--- config.mk ---
export PLATFORM = sky130hd
export DESIGN_NAME = cpz_prep
export DESIGN_NICKNAME = d
export VERILOG_FILES = /design/src/rtl/cylinder_phi_z_bin_index_core_macros.svh /design/src/rtl/cpz_pkg.sv /design/src/rtl/cpz_prep.sv
export SDC_FILE = /design/constraint.sdc
export NUM_CORES = 1
export LEC_CHECK = 0
export ABC_AREA = 1
export BUFFER_PORTS_ARGS = -buffer_cell sky130_fd_sc_hd__buf_2
export CORE_MARGIN = 2
export CORE_UTILIZATION = 44
export CTS_CLUSTER_SIZE = 12
export DETAILED_ROUTE_END_ITERATION = 12
export PLACE_DENSITY = 0.86
export SLEW_MARGIN = 20
export SYNTH_ARGS = -nofsm -noshare
export SYNTH_HDL_FRONTEND = slang
export SYNTH_SLANG_ARGS = --single-unit
--- constraint.sdc ---
create_clock -name clk -period 3.71 [get_ports clk]
set_input_delay 0.1855 -clock clk [delete_from_list [all_inputs] [get_ports clk]]
set_output_delay 0.1855 -clock clk [all_outputs]
set_load 0.005 [all_outputs]
--- src/rtl/cylinder_phi_z_bin_index_core_macros.svh ---
`ifndef CYLINDER_PHI_Z_BIN_INDEX_CORE_MACROS_SVH
`define CYLINDER_PHI_Z_BIN_INDEX_CORE_MACROS_SVH

// same-cycle implication
`define CPZ_ASSERT_IMP(lbl, ck, rs, ante, cons) \
  lbl: assert property (@(posedge ck) disable iff (rs) (ante) |-> (cons)) \
    else $error("cpz assertion failed");

// next-cycle implication
`define CPZ_ASSERT_NXT(lbl, ck, rs, ante, cons) \
  lbl: assert property (@(posedge ck) disable iff (rs) (ante) |=> (cons)) \
    else $error("cpz assertion failed");

`endif

--- src/rtl/cpz_pkg.sv ---
`default_nettype none
package cpz_pkg;

  localparam int COORD_BITS    = 20;
  localparam int ANGLE_BITS    = 16;
  localparam int CORDIC_STAGES = 16;
  localparam int INDEX_BITS    = 12;

  localparam int GUARD_BITS = 16;
  localparam int TURN_BITS  = 32;
  localparam int CW         = COORD_BITS + GUARD_BITS + 3;
  localparam int AW         = TURN_BITS + 2;

  localparam int HL_W  = 19;
  localparam int ZS_W  = 16;
  localparam int BPT_W = 21;
  localparam int CNT_W = 13;
  localparam int CFG_W = 21;
  localparam int CFG_IDX_W = 3;

  localparam int S_W   = ((COORD_BITS > HL_W + 1) ? COORD_BITS : HL_W + 1) + 1;
  localparam int ZB_W  = S_W - 1;
  localparam int ZP_W  = ZB_W + ZS_W;
  localparam int T_W   = ANGLE_BITS + 1;
  localparam int PP_W  = T_W + BPT_W;
  localparam int PHI_W = PP_W - (ANGLE_BITS + 8);

  localparam logic [CFG_IDX_W-1:0] CFG_HALF_LENGTH   = 3'd0;
  localparam logic [CFG_IDX_W-1:0] CFG_Z_SCALE       = 3'd1;
  localparam logic [CFG_IDX_W-1:0] CFG_BINS_PER_TURN = 3'd2;
  localparam logic [CFG_IDX_W-1:0] CFG_PHI_BIN_COUNT = 3'd3;
  localparam logic [CFG_IDX_W-1:0] CFG_Z_BIN_COUNT   = 3'd4;

  localparam logic signed [AW-1:0] ANG_HALF = 34'sh0_8000_0000;
  localparam logic signed [AW-1:0] ANG_FULL = 34'sh1_0000_0000;

  typedef struct packed {
    logic signed [S_W-1:0] s;
    logic                  y_zero;
    logic                  x_neg;
  } side_t;

  typedef struct packed {
    logic signed [CW-1:0] x;
    logic signed [CW-1:0] y;
    logic signed [AW-1:0] ang;
    side_t                side;
  } cord_t;

  typedef struct packed {
    logic [INDEX_BITS-1:0] phi_index;
    logic [INDEX_BITS-1:0] z_index;
    logic                  z_below;
    logic                  z_above;
  } res_t;

  typedef struct packed {
    logic [ZS_W-1:0]       z_scale;
    logic [BPT_W-1:0]      bins_per_turn;
    logic [INDEX_BITS-1:0] phi_limit;
    logic [INDEX_BITS-1:0] z_limit;
  } scale_cfg_t;

  function automatic logic [TURN_BITS-1:0] cpz_atan(logic [4:0] i);
    logic [TURN_BITS-1:0] r;
    unique case (i)
      5'd0:  r = 32'h20000000;
      5'd1:  r = 32'h12E4051E;
      5'd2:  r = 32'h09FB385B;
      5'd3:  r = 32'h051111D4;
      5'd4:  r = 32'h028B0D43;
      5'd5:  r = 32'h0145D7E1;
      5'd6:  r = 32'h00A2F61E;
      5'd7:  r = 32'h00517C55;
      5'd8:  r = 32'h0028BE53;
      5'd9:  r = 32'h00145F2F;
      5'd10: r = 32'h000A2F98;
      5'd11: r = 32'h000517CC;
      5'd12: r = 32'h00028BE6;
      5'd13: r = 32'h000145F3;
      5'd14: r = 32'h0000A2FA;
      5'd15: r = 32'h0000517D;
      5'd16: r = 32'h000028BE;
      5'd17: r = 32'h0000145F;
      5'd18: r = 32'h00000A30;
      5'd19: r = 32'h00000518;
      5'd20: r = 32'h0000028C;
      5'd21: r = 32'h00000146;
      5'd22: r = 32'h000000A3;
      5'd23: r = 32'h00000051;
      default: r = '0;
    endcase
    return r;
  endfunction

  function automatic logic [INDEX_BITS-1:0] cpz_limit(logic [CNT_W-1:0] c);
    logic [INDEX_BITS-1:0] r;
    if (c == '0) begin
      r = '0;
    end else if (32'(c) > (32'd1 << INDEX_BITS)) begin
      r = '1;
    end else begin
      r = INDEX_BITS'(32'(c) - 32'd1);
    end
    return r;
  endfunction

endpackage
`default_nettype wire

--- src/rtl/cpz_prep.sv ---
`default_nettype none
module cpz_prep (
  input  wire logic                                 clk,
  input  wire logic                                 rst,
  input  wire logic                                 adv,
  input  wire logic                                 in_valid,
  input  wire logic signed [cpz_pkg::COORD_BITS-1:0] pos_x,
  input  wire logic signed [cpz_pkg::COORD_BITS-1:0] pos_y,
  input  wire logic signed [cpz_pkg::COORD_BITS-1:0] pos_z,
  input  wire logic [cpz_pkg::HL_W-1:0]             half_length,
  output cpz_pkg::cord_t                            p,
  output logic                                      p_valid
);
  import cpz_pkg::*;

  cord_t                p_next;
  logic signed [CW-1:0] xs;
  logic signed [CW-1:0] ys;

  always_comb begin
    xs = {{(CW-COORD_BITS-GUARD_BITS){pos_x[COORD_BITS-1]}}, pos_x, {GUARD_BITS{1'b0}}};
    ys = {{(CW-COORD_BITS-GUARD_BITS){pos_y[COORD_BITS-1]}}, pos_y, {GUARD_BITS{1'b0}}};
    p_next.side.s = {{(S_W-COORD_BITS){pos_z[COORD_BITS-1]}}, pos_z}
                  + {{(S_W-HL_W){1'b0}}, half_length};
    p_next.side.y_zero = (pos_y == '0);
    p_next.side.x_neg  = pos_x[COORD_BITS-1];
    if (pos_x[COORD_BITS-1]) begin
      p_next.x   = -xs;
      p_next.y   = -ys;
      p_next.ang = (!pos_y[COORD_BITS-1] && pos_y != '0) ? ANG_HALF : -ANG_HALF;
    end else begin
      p_next.x   = xs;
      p_next.y   = ys;
      p_next.ang = '0;
    end
  end

  always_ff @(posedge clk) begin
    if (rst) begin
      p_valid <= 1'b0;
    end else if (adv) begin
      p_valid <= in_valid;
      p       <= p_next;
    end
  end

endmodule
`default_nettype wire

* Word level (Yosys, flattened, before mapping)
Cells that the tools add are included. W data, S select, Z words.
Cells by class: add/subtract/negate cells 3, multiplexer cells 2, bitwise logic cells 1, reduce and logical (&&, ||, !) cells 5
Operator list (count):
- $mux W108 | 1
- $neg A36 Y39 | 2
- $mux W34 | 1
- $add A20 B20 Y21 | 1
- $logic_not A20 Y1 | 1
- $reduce_bool A20 Y1 | 1
- $reduce_and A2 Y1 | 1
- $logic_and A1 B1 Y1 | 1
- $logic_not A1 Y1 | 1
- $not A1 Y1 | 1
Storage, ports and cells: flip-flop bits (word level) 136, input port bits 83, output and inout bits 136

* Logic depth before layout (Yosys ltp)
word-level depth 4, gate-level depth with buffers 11, depth with buffers taken out 11

* Worst setup path after synthesis
OpenSTA, ideal clock, no wires.
kind input-to-reg, start point in adv, end point reg p[0] in the netlist's numbering (enable), setup time 0.503 ns, data arrival time 3.222 ns, required time 3.207 ns, setup slack -0.014 ns, stages on the path 2, buffers on the path 0, cells stage by stage inv_1 -> nor2_1
On the way: longest elaborated chain between the ends 1
RTL lines:
- start, declared | RTL line cpz_prep.sv:5 | input wire logic adv,
- $reduce_and A2 Y1 (no source line)
- end signal, assigned | RTL line cpz_prep.sv:43 | p <= p_next;
- end, declared | RTL line cpz_prep.sv:11 | output cpz_pkg::cord_t p,
No other way between the ends. A chain may end at the register's enable or synchronous reset.

==> qor.txt <==
Seq cells post-synth: 72
FF-to-FF End: p_valid$_SDFFE_PP0P_
Max Clock Skew: 0 ns
Most used cell, CP: nand2_1
Final Util: 53.3%
Final HPWL DP: 9260 um
DRT Pass-1 Iters: 5
Fin. max-slew vios: 0
Endpoints failing hold: 0
# rows: 38
Status: finished clean
Most common cell after layout, fill and taps aside: nand2_1
Buffers on Ports: 155
Max VDD drop: 223 uV
Overall routing resource usage: 18.8%
Worst EP arrival: 1.70 ns
Worst-Skew Late Latency: 0.34 ns
Worst hold slack: 0.0339 ns
Clk Tree Root Cell: clkbuf_8
Gr busiest metal: met2
PwrDens: 340 mW/mm^2
Post-Syn Instances: 586
CP delay by family, top: simple AND/OR/NAND/NOR gates
# DRC: 0
Tightest Hold Check Type: in2reg
First-pass GRT wire length: 17100 um
TritonCTS clock tree: done
WP buf/inv: 1
Pleak: 2.88 nW
Clock sinks: 72
Clock transition at the registers of the reported paths: 0.08 ns
Via count: 4213
Post-route ant nets: 0
Share of cells above drive strength 1: 25.5%
Number of global-route vias before repair: 3828
Die ar.: 0.0121 mm^2
Warnings from Yosys: 0
Layout area overhead: 17.5%
Worst stage delay on the critical path: 0.43 ns
M2 GR Usage: 34.1%
Routed len/inst: 12.7 um
Most frequent cells in the layout: nand2_1, buf_2, edfxtp_1, conb_1, inv_1
Worst Setup Start Kind: input pin
Hold Startpoint: pos_y[0]
# setup viols final: 0
Relative slew slack: 39.5%
Max-Cap Viols: 0
Post-CTS Hold Buffers: 0
Setup crit end: p[18]$_DFFE_PP_
Tcrit/Tclk final: 42.6%
# fillers: 989
Internal reg-to-reg setup slack: 3.16 ns
Syn avg cell area: 8.42 um^2
Critical R2R Launch: p_valid$_SDFFE_PP0P_
Critical path fanouts, max: 4
Initial DRC Count: 200
Routability cong.: 0.918
Sequential share of the synthesized area: 43.6%
Die Height: 110 um
Crit path launch: pos_z[0]
GRT met3 Usage: 5.33%
Vias/cell: 4.71
Total CTS buffers: 9
Cell Chain, Critical Path: buf_2, ha_1, fa_1, nand3_1, nand3_1, nand2_1, nand3_1, nand2_1, nand2_1, nand2_1, nand2_1
Antenna diode count: 0
H-tree depth: 3
Starting Density: 45.3%
Placeable Area: 0.0109 mm^2
Netlist Area Pre-Place: 0.00493 mm^2
Reg2reg path depth: 2
Min Clock Period, post-route: 1.58 ns
Total grt overflow: 0
Slowest CP cell: fa_1
Max Buffers Root-to-Sink: 2
Crit Path Class: in2reg
Die width: 110 um
Post-DP Area: 0.00565 mm^2
Nets: 855
Total setup buffers inserted after CTS: 0
Fmax: 632 MHz
Largest net degree at the start of global routing: 72
M1 GR Usage: 20.6%
Detailed Route WL: 11400 um
Worst Path Required: 3.82 ns
Antenna violations before repair: 0
Design Area, Final: 0.00580 mm^2
RSZ-0062 raised after global routing: no
Worst setup EP type: flip-flop
PostCTS Resize Cnt: 0
Synth cell types: 33
Setup TNS: 0 ns
# IOs: 219
Worst Tran Pin Value: 0.907 ns
Crit. path cell count: 11
## flip-flops by register name (all words and copies together) (netlist names)
name / count
p: 71
p_valid: 1
## worst register-to-register path: cells and delay by family, from the launching register on
family	cells	cell delay, ns
compound gates	1	0.11
flops	1	0.32
simple gates	1	0.05
## how the worst min path moves through the flow
stage | endpoint | slack (ns) | cells past startpoint
floorplan | p_valid$_SDFFE_PP0P_ | 0.25 | 1
global placement | p[73]$_DFFE_PP_ | 0.38 | 1
detailed placement | p[73]$_DFFE_PP_ | 0.38 | 1
CTS | p[73]$_DFFE_PP_ | 0.008 | 1
global route | p[73]$_DFFE_PP_ | 0.0004 | 1
finish | p[73]$_DFFE_PP_ | 0.03 | 1
## metrics by stage
stage | std cells | power, mW | setup WS, ns
floorplan | 651 | 1.33 | 1.22
global placement | 879 | 1.46 | 1.81
detailed placement | 879 | 1.48 | 1.76
CTS | 894 | 1.99 | 2.15
global route | 894 | 2.09 | 1.95
finish | 894 | 1.97 | 2.13
## cell type report
cell class | instances | area (um^2) | share of cell area (%)
Multi-Input combinational cell | 441 | 2270 | 39.2
Sequential cell | 72 | 2150 | 37.1
Timing Repair Buffer | 156 | 783 | 13.5
Inverter | 70 | 263 | 4.53
Tap cell | 140 | 175 | 3.02
Clock buffer | 9 | 124 | 2.14
Clock inverter | 6 | 27.5 | 0.475
## Yosys cell counts
cell	number	area, um^2
buf_2	1	5.00
nand2_4	1	11.3
o21ai_0	10	50.1
conb_1	1	3.75
a31oi_1	3	18.8
edfxtp_1	71	2130
a21oi_1	15	75.1
dfxtp_1	1	20.0
nor2_1	52	195
buf_4	64	480
nor2_2	6	37.5
nor3_2	2	20.0
nor4_1	1	6.26
xor2_1	35	307
o31ai_1	2	15.0
o21bai_1	2	15.0
nand3b_1	2	15.0
clkbuf_1	3	11.3
o21ai_1	8	40.0
nand3_1	34	170
or2_0	1	6.26
ha_1	21	263
inv_1	61	229
inv_2	9	33.8
nand3_2	2	20.0
and2_1	3	18.8
nor3_1	4	20.0
xnor2_1	7	61.3
o21ai_2	2	17.5
or2_1	1	6.26
nand2_1	156	586
fa_1	1	20.0
nand4_1	4	25.0
## cell families (layout without fill, tap and decap cells)
family                   after synthesis  in the layout  synth area share [%]
AO/OA/AOI/OAI                         42             42                  4.69
buffers and inverters                138            241                  15.4
flip-flops                            72             72                  43.6
other                                  1             66                0.0760
XOR/XNOR                              42             42                  7.45
AND/OR/NAND/NOR                      269            269                  23.0
adder cells (fa/ha/maj)               22             22                  5.73
## per-layer routing
layer	vias to the layer above	share of wire, %
met5	-	0
met2	236	50
met4	0	2.2
met1	1865	37
li1	2091	-
met3	21	11
## report_power, final
part	internal, mW	total, mW	switching, mW	leakage [nW]
sequential	0.984	1.00	0.0181	0.668
combinational	0.177	0.455	0.278	2.13
clock	0.229	0.513	0.284	0.0835
total	1.39	1.97	0.580	2.88
Power figures use the tool's default switching activity.
