`src/rtl/cylinder_phi_z_bin_index_core_macros.svh`:
```
`ifndef CYLINDER_PHI_Z_BIN_INDEX_CORE_MACROS_SVH
`define CYLINDER_PHI_Z_BIN_INDEX_CORE_MACROS_SVH

// same-cycle implication
`define CPZ_ASSERT_IMP(lbl, ck, rs, ante, cons) \
  lbl: assert property (@(posedge ck) disable iff (rs) (ante) |-> (cons)) \
    else $error("cpz assertion failed");

// next-cycle implication
`define CPZ_ASSERT_NXT(lbl, ck, rs, ante, cons) \
  lbl: assert property (@(posedge ck) disable iff (rs) (ante) |=> (cons)) \
    else $error("cpz assertion failed");

`endif

```
`src/rtl/cpz_pkg.sv`:
```
`default_nettype none
package cpz_pkg;

  localparam int COORD_BITS    = 20;
  localparam int ANGLE_BITS    = 16;
  localparam int CORDIC_STAGES = 16;
  localparam int INDEX_BITS    = 12;

  localparam int GUARD_BITS = 16;
  localparam int TURN_BITS  = 32;
  localparam int CW         = COORD_BITS + GUARD_BITS + 3;
  localparam int AW         = TURN_BITS + 2;

  localparam int HL_W  = 19;
  localparam int ZS_W  = 16;
  localparam int BPT_W = 21;
  localparam int CNT_W = 13;
  localparam int CFG_W = 21;
  localparam int CFG_IDX_W = 3;

  localparam int S_W   = ((COORD_BITS > HL_W + 1) ? COORD_BITS : HL_W + 1) + 1;
  localparam int ZB_W  = S_W - 1;
  localparam int ZP_W  = ZB_W + ZS_W;
  localparam int T_W   = ANGLE_BITS + 1;
  localparam int PP_W  = T_W + BPT_W;
  localparam int PHI_W = PP_W - (ANGLE_BITS + 8);

  localparam logic [CFG_IDX_W-1:0] CFG_HALF_LENGTH   = 3'd0;
  localparam logic [CFG_IDX_W-1:0] CFG_Z_SCALE       = 3'd1;
  localparam logic [CFG_IDX_W-1:0] CFG_BINS_PER_TURN = 3'd2;
  localparam logic [CFG_IDX_W-1:0] CFG_PHI_BIN_COUNT = 3'd3;
  localparam logic [CFG_IDX_W-1:0] CFG_Z_BIN_COUNT   = 3'd4;

  localparam logic signed [AW-1:0] ANG_HALF = 34'sh0_8000_0000;
  localparam logic signed [AW-1:0] ANG_FULL = 34'sh1_0000_0000;

  typedef struct packed {
    logic signed [S_W-1:0] s;
    logic                  y_zero;
    logic                  x_neg;
  } side_t;

  typedef struct packed {
    logic signed [CW-1:0] x;
    logic signed [CW-1:0] y;
    logic signed [AW-1:0] ang;
    side_t                side;
  } cord_t;

  typedef struct packed {
    logic [INDEX_BITS-1:0] phi_index;
    logic [INDEX_BITS-1:0] z_index;
    logic                  z_below;
    logic                  z_above;
  } res_t;

  typedef struct packed {
    logic [ZS_W-1:0]       z_scale;
    logic [BPT_W-1:0]      bins_per_turn;
    logic [INDEX_BITS-1:0] phi_limit;
    logic [INDEX_BITS-1:0] z_limit;
  } scale_cfg_t;

  function automatic logic [TURN_BITS-1:0] cpz_atan(logic [4:0] i);
    logic [TURN_BITS-1:0] r;
    unique case (i)
      5'd0:  r = 32'h20000000;
      5'd1:  r = 32'h12E4051E;
      5'd2:  r = 32'h09FB385B;
      5'd3:  r = 32'h051111D4;
      5'd4:  r = 32'h028B0D43;
      5'd5:  r = 32'h0145D7E1;
      5'd6:  r = 32'h00A2F61E;
      5'd7:  r = 32'h00517C55;
      5'd8:  r = 32'h0028BE53;
      5'd9:  r = 32'h00145F2F;
      5'd10: r = 32'h000A2F98;
      5'd11: r = 32'h000517CC;
      5'd12: r = 32'h00028BE6;
      5'd13: r = 32'h000145F3;
      5'd14: r = 32'h0000A2FA;
      5'd15: r = 32'h0000517D;
      5'd16: r = 32'h000028BE;
      5'd17: r = 32'h0000145F;
      5'd18: r = 32'h00000A30;
      5'd19: r = 32'h00000518;
      5'd20: r = 32'h0000028C;
      5'd21: r = 32'h00000146;
      5'd22: r = 32'h000000A3;
      5'd23: r = 32'h00000051;
      default: r = '0;
    endcase
    return r;
  endfunction

  function automatic logic [INDEX_BITS-1:0] cpz_limit(logic [CNT_W-1:0] c);
    logic [INDEX_BITS-1:0] r;
    if (c == '0) begin
      r = '0;
    end else if (32'(c) > (32'd1 << INDEX_BITS)) begin
      r = '1;
    end else begin
      r = INDEX_BITS'(32'(c) - 32'd1);
    end
    return r;
  endfunction

endpackage
`default_nettype wire

```
`src/rtl/cpz_scale.sv`:
```
`default_nettype none
module cpz_scale (
  input  wire logic                clk,
  input  wire logic                rst,
  input  wire logic                adv,
  input  wire cpz_pkg::cord_t      q,
  input  wire logic                q_valid,
  input  wire cpz_pkg::scale_cfg_t cfg,
  output cpz_pkg::res_t            res,
  output logic                     res_valid
);
  import cpz_pkg::*;

  `include "cylinder_phi_z_bin_index_core_macros.svh"

  logic signed [AW-1:0] ang_off;
  logic [TURN_BITS:0]   u;
  logic [T_W-1:0]       t;
  logic [ZB_W-1:0]      zb;
  logic [PHI_W-1:0]     phi;

  logic                 a_valid;
  logic [T_W-1:0]       a_t;
  logic [ZP_W-1:0]      a_zprod;
  logic                 a_below;

  logic                 b_valid;
  logic [PP_W-1:0]      b_phip;
  logic [INDEX_BITS-1:0] b_zi;
  logic                 b_below;
  logic                 b_above;

  always_comb begin
    ang_off = q.ang + ANG_HALF;
    priority if (q.side.y_zero) begin
      u = q.side.x_neg ? (TURN_BITS+1)'(ANG_FULL) : (TURN_BITS+1)'(ANG_HALF);
    end else if (ang_off < 0) begin
      u = '0;
    end else if (ang_off > ANG_FULL) begin
      u = (TURN_BITS+1)'(ANG_FULL);
    end else begin
      u = ang_off[TURN_BITS:0];
    end
    t = u[TURN_BITS:TURN_BITS-ANGLE_BITS];
  end

  always_comb begin
    zb  = a_zprod[ZP_W-1:ZS_W];
    phi = b_phip[PP_W-1:ANGLE_BITS+8];
  end

  always_ff @(posedge clk) begin
    if (rst) begin
      a_valid   <= 1'b0;
      b_valid   <= 1'b0;
      res_valid <= 1'b0;
    end else if (adv) begin
      a_valid   <= q_valid;
      a_t       <= t;
      a_zprod   <= q.side.s[ZB_W-1:0] * cfg.z_scale;
      a_below   <= q.side.s[S_W-1];

      b_valid   <= a_valid;
      b_phip    <= a_t * cfg.bins_per_turn;
      b_below   <= a_below;
      priority if (a_below) begin
        b_zi    <= '0;
        b_above <= 1'b0;
      end else if (64'(zb) > 64'(cfg.z_limit)) begin
        b_zi    <= cfg.z_limit;
        b_above <= 1'b1;
      end else begin
        b_zi    <= INDEX_BITS'(zb);
        b_above <= 1'b0;
      end

      res_valid     <= b_valid;
      res.z_index   <= b_zi;
      res.z_below   <= b_below;
      res.z_above   <= b_above;
      res.phi_index <= (64'(phi) > 64'(cfg.phi_limit)) ? cfg.phi_limit : INDEX_BITS'(phi);
    end
  end

  `CPZ_ASSERT_NXT(a_advance_out, clk, rst, b_valid && adv, res_valid)
  `CPZ_ASSERT_NXT(a_advance_mid, clk, rst, a_valid && adv, b_valid)

endmodule
`default_nettype wire

```
`config.mk`:
```
export PLATFORM = sky130hd
export DESIGN_NAME = cpz_scale
export DESIGN_NICKNAME = d
export VERILOG_FILES = /design/src/rtl/cpz_pkg.sv /design/src/rtl/cpz_scale.sv
export VERILOG_INCLUDE_DIRS = /design/src /design/src/rtl
export SDC_FILE = /design/constraint.sdc
export NUM_CORES = 2
export LEC_CHECK = 0
export ABC_CLOCK_PERIOD_IN_PS = 7210
export BUFFER_PORTS_ARGS = -buffer_cell sky130_fd_sc_hd__buf_2
export CORE_ASPECT_RATIO = 1.1
export CORE_MARGIN = 5
export CORE_UTILIZATION = 45
export DETAILED_ROUTE_END_ITERATION = 7
export PLACE_DENSITY = 0.66
export SKIP_LAST_GASP = 1
export SLEW_MARGIN = 20
export SYNTH_ARGS = -nofsm -noshare
export SYNTH_HDL_FRONTEND = slang
export SYNTH_SLANG_ARGS = --single-unit
export TNS_END_PERCENT = 100
```
`constraint.sdc`:
```
create_clock -name clk -period 7.21 [get_ports clk]
set_input_delay 0.721 -clock clk [delete_from_list [all_inputs] [get_ports clk]]
set_output_delay 0.721 -clock clk [all_outputs]
set_load 0.01 [all_outputs]
```
# After elaboration in Yosys (flattened, before gate mapping)
# Cells that the tools add are included.
dict set report totals {
  out_inout_bits 27
  regBits 135
  ramBits 0
  rom_bits 0
  inputBits 200
  elab_cells 30
  latch_bits 0
  mem_count 0
}
dict set report classes {
  n_div 0
  reduce_logical 1
  multipliers 2
  add_sub_neg 1
  n_eq_ne 0
  shift 0
  bitwise_logic 1
  order_cmp 4
  muxes 7
}
# cell n
set ops {}
lappend ops {{33-bit 2-to-1 mux} 4}
lappend ops {{17-bit by 21-bit multiplier with 38-bit output} 1}
lappend ops {{20-bit by 16-bit multiplier with 36-bit output} 1}
lappend ops {{34-bit by 33-bit adder with 34-bit output, second input constant} 1}
lappend ops {{34-bit greater-than comparator, second input constant} 1}
lappend ops {{34-bit by 1-bit < comparator with 1-bit output, second input constant} 1}
lappend ops {{12-bit 2-to-1 mux} 2}
lappend ops {{20-bit by 12-bit greater-than comparator with 1-bit output} 1}
lappend ops {{14-bit by 12-bit greater-than comparator with 1-bit output} 1}
lappend ops {{2-bit AND reduction} 1}
lappend ops {{1-bit 2-to-1 mux} 1}
lappend ops {{1-bit inverter} 1}

# Depth between registers and ports, before layout
dict set report depth {
  depth_word 5
  ltp_mapped 23
  depth_no_buf 22
}

# Worst setup path before layout
# OpenSTA, ideal clock, no wires.
dict set report synth_path {
  path_kind {input -> register}
  from {input port cfg[46] in the netlist's numbering}
  to {register a_zprod[33] (data pin)}
  t_arrival_ps 6312
  setup_time_ps 258
  path_stages 23
  path_buffers 2
  required_ps 6952
  slack_ps 640
  path_cell_list {clkbuf_1 > clkbuf_1 > nand2_1 > fa_1 > inv_1 > fa_1 > inv_1 > fa_1 > inv_1 > fa_1 > fa_1 > inv_1 > fa_1 > inv_1 > ha_1 > a211oi_2 > o211ai_1 > a32oi_1 > o21ai_2 > a41o_2 > a311o_1 > a21oi_2 > xnor2_1}
}
dict set report synth_between {
  elab_chain_len 1
}
# element line_no
set synth_lines {}
lappend synth_lines {{from (decl)} cpz_scale.sv:8} ;# input wire cpz_pkg::scale_cfg_t cfg,
lappend synth_lines {{20-bit by 16-bit multiplier with 36-bit output} cpz_scale.sv:60} ;# a_zprod <= q.side.s[ZB_W-1:0] * cfg.z_scale;
lappend synth_lines {{to (signal assigned)} cpz_scale.sv:60}
lappend synth_lines {{to (decl)} cpz_scale.sv:24} ;# logic [ZP_W-1:0] a_zprod;
# No other way between the ends.
# A chain may end at the register's enable or synchronous reset.

# Final worst setup path
dict set report layout_path {
  from {register a_t[11]}
  to {register b_phip[33] (data pin)}
}
dict set report layout_between {
  elab_chain_len 1
}
# element line_no
set layout_lines {}
lappend layout_lines {{from (decl)} cpz_scale.sv:23} ;# logic [T_W-1:0] a_t;
lappend layout_lines {{from (signal assigned)} cpz_scale.sv:59} ;# a_t <= t;
lappend layout_lines {{17-bit by 21-bit multiplier with 38-bit output} cpz_scale.sv:64} ;# b_phip <= a_t * cfg.bins_per_turn;
lappend layout_lines {{to (signal assigned)} cpz_scale.sv:64}
lappend layout_lines {{to (decl)} cpz_scale.sv:28} ;# logic [PP_W-1:0] b_phip;
# No other way between the ends.

==> reports/metrics.yaml <==
status:
  status: "completed"
drt:
  routed.top_layer: "met4"
  post_drt_wl_per_cell_um: 17.6
  vias: 18200
  wl_mm: 62.1
  drt_iter0_drc: 925
  drt-pass1-iter-count: 5
  vias_per_cell: 5.16
  drc_errors: 0
  met1Wirelength_mm: 24.6
  wl_met3_mm: 4.10
  antenna_left: 0
  wl_met2_mm: 31.0
yosys:
  yosys.area_share.simple_pct: 15.7
  ys_warn_count: 0
  synth_fp_nets: 3685
  async_flop_share_pct: 0
  synth_top_flop_cell: "edfxtp_1"
  syn_area_mm2: 0.0250
  netlist_instances: 2714
  yosysTopAreaCell: "fa_1"
  synth_fa_ha_area_share_pct: 54.5
  ys_ff_latch: 95
  synth_xor_area_share_pct: 1.23
  avgSynthCellArea_um2: 9.22
  synth-compound-area-share_pct: 4.47
  synthTopCellsByArea: "fa_1 42%, ha_1 12%, edfxtp_1 11%"
  yosys.area.top_type_share_pct: 42.5
  synth_mux_area_share_pct: 0.660
  synth_top_family_by_area: "adder cells"
  ys_seq_area_share_pct: 11.3
  synth_cell_types: 59
  synth_edf_count: 92
setup_path:
  end_kind: "register"
  path_common_cell: "fa_1"
  required_ns: 7.32
  critPathMaxFanout: 21
  criticalPathCategory: "register to register"
  crit_slowest_cell: "edfxtp_1"
  crit_chain: "nand2_1 > fa_1 > inv_1 > fa_1 > fa_1 > fa_1 > fa_1 > inv_1 > fa_1 > inv_1 > ha_1 > nand4_1 > nor4_1 > and3_1 > a221oi_4 > o31ai_2 > a21oi_1 > xnor2_1"
  slowest_delay_ns: 1.00
  worst-path-buf-inv: 3
  cp-start-kind: "register"
  crit_arrival_ns: 6.78
  critPathTopFamily: "adder cells"
sta:
  min_period_ns: 6.67
  relSlewSlack_pct: 34.7
  tns_ns: 0
  grt_setup_unrepaired: "false"
  slew_viol_final: 0
  finalHoldViolCount: 0
  finClkSkew_ns: 0.00936
  setup_viol: 0
  fin_ws_ns: 0.535
  fmax_mhz: 150
  worst_pin_slew_ns: 0.980
  period_share_pct: 92.6
clock_network:
  cts_buffers: 9
  cts-resized-gates: 0
  cts_sinks: 95
  post_cts_buffers: 0
  cts_root_buffer: "clkbuf_16"
  clk_pin_slew_ns: 0.07
  htree_levels: 3
  cts_hold_buf: 0
  clock_path_buffers: 2
  worstSkewPairLatency_ns: 0.37
  cts_tree: "yes"
floorplan:
  die_y_um: 257
  ios: 227
  core_area_mm2: 0.0550
  die_area_mm2: 0.0604
  fp.dieW_um: 235
  rows: 90
  initial_core_util_pct: 45.5
layout:
  final_common_cell: "inv_1"
  final_cell_mix: "692 x inv_1, 531 x fa_1, 449 x nand2_1"
  area_growth_pct: 7.26
  drive_above_1_share_pct: 8.23
  nets: 3762
  fill_cells: 5186
  post-route-util_pct: 48.8
global_route:
  antenna_found_initial: 3
  grt_pass1_vias: 20300
  grt_pass1_wl_mm: 103
  track_usage_pct: 20.9
  grt_max_degree: 67
  globalRoute.totalOverflow: 0
placement:
  gp_congestion: 0.900
  dp_slack_ns: 0.204
  dp_hpwl_mm: 49.7
  portBuffers: 148
worst_hold_path:
  hold_class: "register to register"
run:
  maxCapViolCount: 0
## through the flow
stage,instances,hold slack [ns],instance area (um2)
floorplan,2714,0.400,25000
global placement,3516,0.401,26500
detailed placement,3516,0.405,26500
CTS,3532,0.422,26800
global route,3533,0.426,26800
finish,3535,0.422,26800
## synth_stat cells (12+ instances only)
| library cell | instances |
|---|---|
| edfxtp_1 | 92 |
| inv_1 | 692 |
| fa_1 | 531 |
| mux2_2 | 12 |
| ha_1 | 240 |
| clkbuf_1 | 115 |
| nand2_1 | 449 |
| a21oi_1 | 52 |
| a21o_1 | 20 |
| and2_1 | 261 |
| nor4_1 | 12 |
| nand4_1 | 18 |
| o21ai_0 | 35 |
| xnor2_1 | 27 |
| nand3_1 | 23 |
| nor2_1 | 23 |
## layer usage
metal / up-vias / global-route usage [%]
li1: 8185 / -
met1: 9289 / 26.6
met2: 602 / 36.4
met3: 155 / 3.51
met4: 0 / 7.22
met5: - / 0
## flip-flops by register name, indices dropped and copies added (netlist names)
name       cells
res           26
a_zprod       20
a_t           17
b_phip        14
b_zi          12
a_below        1
a_valid        1
b_above        1
b_below        1
b_valid        1
res_valid      1
## worst reg2reg max path, cell delays in order, from the launching register on
cell	delay, ns
edfxtp_1	1.00
nand2_1	0.19
fa_1	0.57
inv_1	0.05
fa_1	0.55
fa_1	0.43
fa_1	0.49
fa_1	0.50
inv_1	0.05
fa_1	0.51
inv_1	0.06
ha_1	0.33
nand4_1	0.13
nor4_1	0.46
and3_1	0.30
a221oi_4	0.10
o31ai_2	0.41
a21oi_1	0.16
xnor2_1	0.15
## final timing paths
check,start,endpoint,slack [ns],cells past startpoint
worst max-delay path,a_t[11],b_phip[33],0.54,18
worst min-delay path,b_zi[9],res[11],0.42,0
worst max register to register,a_t[11],b_phip[33],0.54,18
worst min register to register,b_zi[9],res[11],0.42,0
## final cells by class
cell class / count / area (um2) / share of cell area (%)
antenna: 3 / 7.51 / 0.0280
clock buffer: 9 / 225 / 0.839
clock inverter: 7 / 81.3 / 0.303
inverter: 692 / 2600 / 9.68
multi-input combinational: 1808 / 19200 / 71.4
sequential: 95 / 2820 / 10.5
tap: 736 / 921 / 3.43
timing repair buffer: 185 / 1020 / 3.80
## kinds of logic after synthesis
group / count (synthesis)
AOI/OAI and AO/OA: 168
xor gates and xnor gates: 35
adders and majority gates: 771
buffers and inverters: 811
DFF: 95
muxes: 15
and+or+nand+nor: 819
Power is left out: the tool's default activity adds up to more than one toggle a clock period on the data nets, which glitch-free logic cannot reach.
